File: src/ios_pkg.sv
// Shared constants, operation codes and cell interface types for the ordered set.
`default_nettype none

package ios_pkg;

    localparam int CAPACITY = 64;

    localparam int VALUE_W = 32;
    localparam int OP_W    = 3;
    localparam int POS_W   = 6;
    localparam int COUNT_W = 7;

    // Cell index and member count widths follow the capacity.
    localparam int IDX_W  = (CAPACITY > 1) ? $clog2(CAPACITY) : 1;
    localparam int CNT_W  = $clog2(CAPACITY + 1);
    localparam int WIDE_W = (CNT_W > POS_W) ? CNT_W : POS_W;

    typedef enum logic [OP_W-1:0] {
        OP_ADD      = 3'd0,
        OP_REMOVE   = 3'd1,
        OP_CONTAINS = 3'd2,
        OP_CLEAR    = 3'd3,
        OP_READ     = 3'd4
    } ios_op_t;

    // Broadcast from the controller to every cell.
    typedef struct packed {
        logic               load;
        logic [VALUE_W-1:0] in_value;
        logic [WIDE_W-1:0]  in_position;
        logic [CNT_W-1:0]   count;
        logic               wr_en;
        logic [VALUE_W-1:0] wr_value;
        logic               shift_en;
        logic [IDX_W-1:0]   rm_index;
    } ios_ctrl_t;

    // Returned by each cell to the controller.
    typedef struct packed {
        logic               hit;
        logic [VALUE_W-1:0] rd_data;
    } ios_cell_t;

endpackage

`default_nettype wire

File: src/insertion_ordered_set.sv
// Insertion-ordered set of distinct 32-bit values kept in a row of storage cells.
// Timing: the accept edge latches the per-cell match; once the output register is free or
// being drained, the cells and the output register update together.
// A new request is not accepted until the current one has made its match-then-update pass.
// The next request is taken while a response still waits in the output register.
// Reset (rst_n, asynchronous, active low) empties the set and drops any pending response.
`default_nettype none

module insertion_ordered_set (
    input  logic                               clk,
    input  logic                               rst_n,
    input  logic                               req_valid,
    output logic                               req_stall,
    input  logic [ios_pkg::OP_W-1:0]           op,
    input  logic signed [ios_pkg::VALUE_W-1:0] value,
    input  logic [ios_pkg::POS_W-1:0]          position,
    output logic                               rsp_valid,
    input  logic                               rsp_stall,
    output logic                               ok,
    output logic signed [ios_pkg::VALUE_W-1:0] read_value,
    output logic [ios_pkg::COUNT_W-1:0]        count,
    output logic                               rejected_full
);
    import ios_pkg::*;

    logic                exec_reg;
    logic                exec_next;
    logic [OP_W-1:0]     op_reg;
    logic [VALUE_W-1:0]  value_reg;
    logic [WIDE_W-1:0]   pos_reg;
    logic [CNT_W-1:0]    count_reg;
    logic [CNT_W-1:0]    count_next;

    logic                rsp_valid_reg;
    logic                rsp_valid_next;
    logic                ok_reg;
    logic                ok_next;
    logic [VALUE_W-1:0]  rd_reg;
    logic [VALUE_W-1:0]  rd_next;
    logic                full_reg;
    logic                full_next;
    logic [CNT_W-1:0]    rsp_count_reg;

    logic                load;
    logic                go;
    logic                any_hit;
    logic                set_full;
    logic                pos_valid;
    logic [IDX_W-1:0]    hit_index;
    logic [VALUE_W-1:0]  rd_any;
    logic                wr_en;
    logic                shift_en;

    ios_ctrl_t           ctrl;
    ios_cell_t           cell_status [CAPACITY];
    logic [VALUE_W-1:0]  cell_entry  [CAPACITY];
    logic [CAPACITY-1:0] hit_vec;

    // Encode the single matching cell; values in the set are distinct.
    function automatic logic [IDX_W-1:0] encode_hit(input logic [CAPACITY-1:0] hits);
        logic [IDX_W-1:0] idx;
        idx = '0;
        for (int i = 0; i < CAPACITY; i++)
        begin
            if (hits[i])
            begin
                idx = idx | IDX_W'(i);
            end
        end
        return idx;
    endfunction

    assign load      = req_valid && !exec_reg;
    assign req_stall = exec_reg;
    assign go        = exec_reg && (!rsp_valid_reg || !rsp_stall);

    always_comb
    begin
        rd_any = '0;
        for (int i = 0; i < CAPACITY; i++)
        begin
            hit_vec[i] = cell_status[i].hit;
            rd_any     = rd_any | cell_status[i].rd_data;
        end
    end

    assign any_hit   = |hit_vec;
    assign hit_index = encode_hit(hit_vec);
    assign set_full  = (count_reg == CNT_W'(CAPACITY));
    assign pos_valid = pos_reg < WIDE_W'(count_reg);

    always_comb
    begin
        wr_en      = 1'b0;
        shift_en   = 1'b0;
        count_next = count_reg;
        ok_next    = 1'b0;
        rd_next    = '0;
        full_next  = 1'b0;
        case (op_reg)
            OP_ADD:
            begin
                if (!any_hit)
                begin
                    if (set_full)
                    begin
                        full_next = 1'b1;
                    end
                    else
                    begin
                        wr_en      = 1'b1;
                        count_next = count_reg + CNT_W'(1);
                        ok_next    = 1'b1;
                    end
                end
            end
            OP_REMOVE:
            begin
                if (any_hit)
                begin
                    shift_en   = 1'b1;
                    count_next = count_reg - CNT_W'(1);
                    ok_next    = 1'b1;
                end
            end
            OP_CONTAINS:
            begin
                ok_next = any_hit;
            end
            OP_CLEAR:
            begin
                count_next = '0;
                ok_next    = 1'b1;
            end
            OP_READ:
            begin
                if (pos_valid)
                begin
                    ok_next = 1'b1;
                    rd_next = rd_any;
                end
            end
            default:
            begin
                ok_next = 1'b0;
            end
        endcase
    end

    assign ctrl.load        = load;
    assign ctrl.in_value    = value;
    assign ctrl.in_position = WIDE_W'(position);
    assign ctrl.count       = count_reg;
    assign ctrl.wr_en       = go && wr_en;
    assign ctrl.wr_value    = value_reg;
    assign ctrl.shift_en    = go && shift_en;
    assign ctrl.rm_index    = hit_index;

    for (genvar g = 0; g < CAPACITY; g++)
    begin : g_cell
        logic [VALUE_W-1:0] upper;
        if (g == CAPACITY - 1)
        begin : g_top
            assign upper = cell_entry[g];
        end
        else
        begin : g_mid
            assign upper = cell_entry[g+1];
        end

        ios_cell u_cell (
            .clk         (clk),
            .ctrl        (ctrl),
            .index       (IDX_W'(g)),
            .upper_entry (upper),
            .entry       (cell_entry[g]),
            .status      (cell_status[g])
        );
    end

    always_comb
    begin
        exec_next = exec_reg;
        if (load)
        begin
            exec_next = 1'b1;
        end
        else if (go)
        begin
            exec_next = 1'b0;
        end

        rsp_valid_next = rsp_valid_reg;
        if (go)
        begin
            rsp_valid_next = 1'b1;
        end
        else if (rsp_valid_reg && !rsp_stall)
        begin
            rsp_valid_next = 1'b0;
        end
    end

    always_ff @(posedge clk or negedge rst_n)
    begin
        if (!rst_n)
        begin
            exec_reg      <= 1'b0;
            rsp_valid_reg <= 1'b0;
            count_reg     <= '0;
        end
        else
        begin
            exec_reg      <= exec_next;
            rsp_valid_reg <= rsp_valid_next;
            if (go)
            begin
                count_reg <= count_next;
            end
        end
    end

    // Hold the request and the response payload.
    always_ff @(posedge clk)
    begin
        if (load)
        begin
            op_reg    <= op;
            value_reg <= value;
            pos_reg   <= WIDE_W'(position);
        end
        if (go)
        begin
            ok_reg        <= ok_next;
            rd_reg        <= rd_next;
            full_reg      <= full_next;
            rsp_count_reg <= count_next;
        end
    end

    assign rsp_valid     = rsp_valid_reg;
    assign ok            = ok_reg;
    assign read_value    = rd_reg;
    assign count         = COUNT_W'(rsp_count_reg);
    assign rejected_full = full_reg;

endmodule

`default_nettype wire

File: src/ios_cell.sv
// One storage cell of the ordered set: entry, local match and neighbor shift.
`default_nettype none

module ios_cell (
    input  logic                        clk,
    input  ios_pkg::ios_ctrl_t          ctrl,
    input  logic [ios_pkg::IDX_W-1:0]   index,
    input  logic [ios_pkg::VALUE_W-1:0] upper_entry,
    output logic [ios_pkg::VALUE_W-1:0] entry,
    output ios_pkg::ios_cell_t          status
);
    import ios_pkg::*;

    logic [VALUE_W-1:0] entry_reg;
    logic               hit_reg;
    logic               sel_reg;
    logic [WIDE_W-1:0]  index_wide;
    logic               member;

    assign index_wide = WIDE_W'(index);
    assign member     = index_wide < WIDE_W'(ctrl.count);

    always_ff @(posedge clk)
    begin
        if (ctrl.load)
        begin
            hit_reg <= member && (entry_reg == ctrl.in_value);
            sel_reg <= (index_wide == ctrl.in_position);
        end
        // Close the gap: every cell at or above the removed one takes its upper neighbor.
        if (ctrl.shift_en && (index >= ctrl.rm_index))
        begin
            entry_reg <= upper_entry;
        end
        else if (ctrl.wr_en && (index_wide == WIDE_W'(ctrl.count)))
        begin
            entry_reg <= ctrl.wr_value;
        end
    end

    assign entry          = entry_reg;
    assign status.hit     = hit_reg;
    assign status.rd_data = sel_reg ? entry_reg : '0;

endmodule

`default_nettype wire

File: config.mk
export PLATFORM = sky130hd
export DESIGN_NAME = insertion_ordered_set
export DESIGN_NICKNAME = d
export VERILOG_FILES = /design/src/ios_pkg.sv /design/src/insertion_ordered_set.sv /design/src/ios_cell.sv
export SDC_FILE = /design/constraint.sdc
export NUM_CORES = 2
export LEC_CHECK = 0
export BUFFER_PORTS_ARGS = -buffer_cell sky130_fd_sc_hd__buf_2
export CAP_MARGIN = 10
export CORE_ASPECT_RATIO = 1.4
export CORE_MARGIN = 8
export CORE_UTILIZATION = 55
export CTS_BUF_LIST = sky130_fd_sc_hd__clkbuf_2 sky130_fd_sc_hd__clkbuf_4 sky130_fd_sc_hd__clkbuf_8
export DETAILED_ROUTE_END_ITERATION = 16
export GPL_TIMING_DRIVEN = 0
export PLACE_DENSITY = 0.75
export SYNTH_ARGS = -nofsm -noshare
export SYNTH_HDL_FRONTEND = slang
export SYNTH_HIERARCHICAL = 1
export SYNTH_SLANG_ARGS = --single-unit
File: constraint.sdc
create_clock -name clk -period 14.22 [get_ports clk]
set_input_delay 0 -clock clk [delete_from_list [all_inputs] [get_ports clk]]
set_output_delay 0 -clock clk [all_outputs]
set_load 0.01 [all_outputs]
==> summary.txt <==
Outcome
  • Status: finished with violations
  • Failing checks: capacitance limit, slew limit

Drt
  • Wire per inst: 42.2 µm
  • Initial DRT Pass Iterations: 9
  • Routed vias: 134k
  • Vias per cell: 6.64
  • Final wirelength: 852 mm
  • Remaining DRCs: 0
  • Routed Antenna Nets: 0
  • First DRT Iteration DRCs: 18.3k

Power and ir drop
  • Max IR drop VDD: ~0.11 mV
  • Comb pwr share: 33.4%
  • Clk pwr share: 29.2%
  • PwrDens: 110 nW/µm²
  • Switching Fraction: roughly 36%
  • Sequential share of power: 37.4%
  • Sw power: 0.00773 W
  • P_leak: 83.1 nW
  • Cell-internal power: 0.0140 W

STA
  • Slew headroom: -7.26%
  • Hold Fails Final Rpt: 0
  • RSZ-0062 raised after global routing: false
  • Worst Tran Pin Value: 1590 ps
  • Final period util: 51.1%
  • Finish-stage setup viols: 0
  • Slew Limit Fails: 2
  • Fin Clk Skew: 99.4 ps
  • Min cycle time layout: 7260 ps
  • Fmax: approximately 0.14 GHz
  • Setup TNS: 0 ps
  • Final setup margin: just under 7000 ps

Placement
  • Place WS: 7440 ps
  • Hpwl dp: between 600 and 700 mm
  • IO buf count: 87
  • Placer Congestion: 1.12

Hold path
  • Hold Path End: value_reg[4]
  • Hold Path Class: input pin to flip-flop
  • Hold path start: value[4]
  • Hold path depth: 2

Synth
  • Yosys top cell area share: 40.7%
  • Prevailing post-synth register cell: edfxtp_1
  • Top post-synthesis cells by area: edfxtp_1, mux2_4, xnor2_1
  • Avg Cell Area, Syn: 12.2 µm²
  • Mapped Area: 166000 µm²
  • Async set-reset flop share out of synthesis: 0.397%
  • Yosys reg bits: 2267
  • Syn Inst Count: 13.6k
  • YS warnings: 6
  • Yosys cell types: 60
  • Post-synth EDFFs: 2258
  • Post-synth top area cell: edfxtp_1
  • Register area share after synthesis: 40.9%

CTS
  • Max H-tree Level: 5
  • Clock latency at the later pin of the worst-skew pair: 1160 ps
  • CTS sink count: 2267
  • CTS root buffer: clkbuf_8
  • Clock transition at path regs: 60 ps
  • CTS resizes: 0
  • Num CTS Buffers: 389
  • CTS Buffer Depth: 4
  • CTS tree: yes

Floorplanning
  • Ports: 88
  • Core ar.: 302000 µm²
  • Row cnt: 239
  • Die area: between 300000 and 400000 µm²
  • DIE HEIGHT: roughly 670 µm
  • Die W: 481 µm
  • Starting Density: 55.1%

Setup path
  • Worst R2R Path Depth: 17
  • Critical R2R Capture: g_cell[61].u_cell/entry[19]
  • R2R Path Start: g_cell[2].u_cell/hit_reg
  • WP data required: 15010 ps
  • CP arrival: 8060 ps
  • CP Capture Type: flip-flop
  • Worst setup SP type: flip-flop
  • Type of the worst setup path: flip-flop to flip-flop
  • Crit Path Max Fanout: 17
  • R2R Setup Slk: 6960 ps

Cells and area
  • Final net count: 16.6k
  • Area Growth Syn to Fin: 18.0%
  • Share of cells above drive strength 1: 23.6%
  • Max reg flops: slightly above 2k

Global routing
  • GRT Util Overall: between 50% and 60%
  • Initial antenna violation count: approximately 130
  • First-pass GRT wire length: 1120 mm
  • Largest net degree at the start of global routing: 46
  • Total grt overflow: 0
  • Number of global-route vias before repair: 129k

Flow run
  • Max-cap violations: 4
## Yosys cell counts, types with 53 or more instances
master	n
edfxtp_1	2258
ha_1	776
a31oi_1	64
o221ai_2	64
inv_1	838
nand2_1	147
and3_1	64
nor4_1	834
and2_1	2051
nor2_1	53
or4_1	68
xnor2_1	1616
buf_4	64
buf_6	66
o21ai_0	76
mux2_2	192
nand4_1	637
o2111ai_1	62
nand3_1	75
a221oi_1	62
mux2_4	1856
a21o_1	68
nand2b_1	67
nand2_4	64
buf_8	128
clkbuf_1	199
xor2_1	818
a21oi_1	266
## metal layers
metal  share of wire, %  vias up  global-route usage, %
met4                 14       60                   55.0
li1                   -    53000                      -
met2                 42    11400                   74.9
met3                 13     4397                   20.0
met1                 32    65300                   54.6
met5              0.075        -                   1.52
## cell usage in the layout, fill, tap and decap left out, types with 76 or more instances in the layout
cell and instances:
diode_2 100, nand2_1 147, buf_8 177, buf_2 111, buf_4 130, nor4_1 711
clkbuf_4 114, dlygate4sd3_1 76, inv_1 837, nand4_1 637, clkbuf_1 199, mux2_2 192
clkbuf_8 398, conb_1 1152, buf_6 98, nor4_2 123, ha_1 776, a21oi_1 266
clkinv_1 104, xor2_1 818, buf_16 268, xnor2_1 1616, mux2_4 1856, edfxtp_1 2258
and2_1 2051
## cell type report
class / count / area, µm²
inverter: 838 / 3150
buffer: 458 / 3900
fill: 23200 / 105000
timing repair buffer: 652 / 11300
clock buffer: 512 / 6330
antenna: 100 / 250
tap: 3976 / 4970
clock inverter: 179 / 1320
sequential: 2267 / 68100
multi-input combinational: 11200 / 97300
## timing repair
item	4_1_cts	5_1_grt
hold buffers	76	0
endpoints found under the setup margin	0	0
endpoints found under the hold margin	295	0
setup buffers	0	0
## power groups by stage
| stage | registers [W] | clock network (W) | logic, W |
|---|---|---|---|
| floorplan | 0.00827 | 0 | 0.00343 |
| global placement | 0.00920 | 0 | 0.00595 |
| detailed placement | 0.00821 | 0 | 0.00675 |
| CTS | 0.00808 | 0.00626 | 0.00681 |
| global route | 0.00810 | 0.00652 | 0.00735 |
| finish | 0.00811 | 0.00634 | 0.00725 |
## how the worst max path moves through the flow
stage	start	slack, ps	endpoint	depth (start not counted)
after floorplan	g_cell[55].u_cell/hit_reg	4620	g_cell[0].u_cell/entry[0]	9
after global placement	count_reg[0]	-13950	g_cell[18].u_cell/entry[19]	7
after detailed placement	g_cell[2].u_cell/hit_reg	7440	g_cell[61].u_cell/entry[12]	17
after CTS	g_cell[2].u_cell/hit_reg	7390	g_cell[61].u_cell/entry[15]	17
after global routing	g_cell[6].u_cell/hit_reg	7160	g_cell[61].u_cell/entry[19]	17
final	g_cell[2].u_cell/hit_reg	6960	g_cell[61].u_cell/entry[19]	17
## cell families (layout without fill, tap and decap cells)
group	count (synthesis)	in the layout	share of synthesized area (%)
and+or+nand+nor	4100	4100	15.3
xor gates and xnor gates	2434	2434	12.8
DFF	2267	2267	40.9
muxes	2048	2048	18.0
buffers and inverters	1296	2639	4.23
adders and majority gates	776	776	5.83
AOI/OAI and AO/OA	688	688	2.94
other	2	1252	0.00451
## per-stage QoR
stage               power (W)  std cells  instance area [µm²]  utilization, %  hold slack [ps]
global route           0.0220      20100               196000            65.0             78.2
CTS                    0.0211      20100               196000            64.9             17.1
detailed placement     0.0150      19300               188000            62.1             -131
floorplan              0.0117      14800               171000               -             -296
global placement       0.0152      18800               176000            58.3             -142
finish                 0.0217      20200               197000            65.1             52.2
## worst max-delay path, cell delays in order, from the launching register on
cell      delay, ps
edfxtp_1        560
buf_4           210
nor4_1         1060
nand4_1         160
or4_1           930
buf_2           340
or2_0           230
buf_6           160
buf_6           150
nor3_2          870
buf_8           240
buf_6           190
buf_4           220
buf_6           220
buf_6           190
nand4_1         250
o21ai_4         650
buf_16          230
Power figures use the tool's default switching activity.
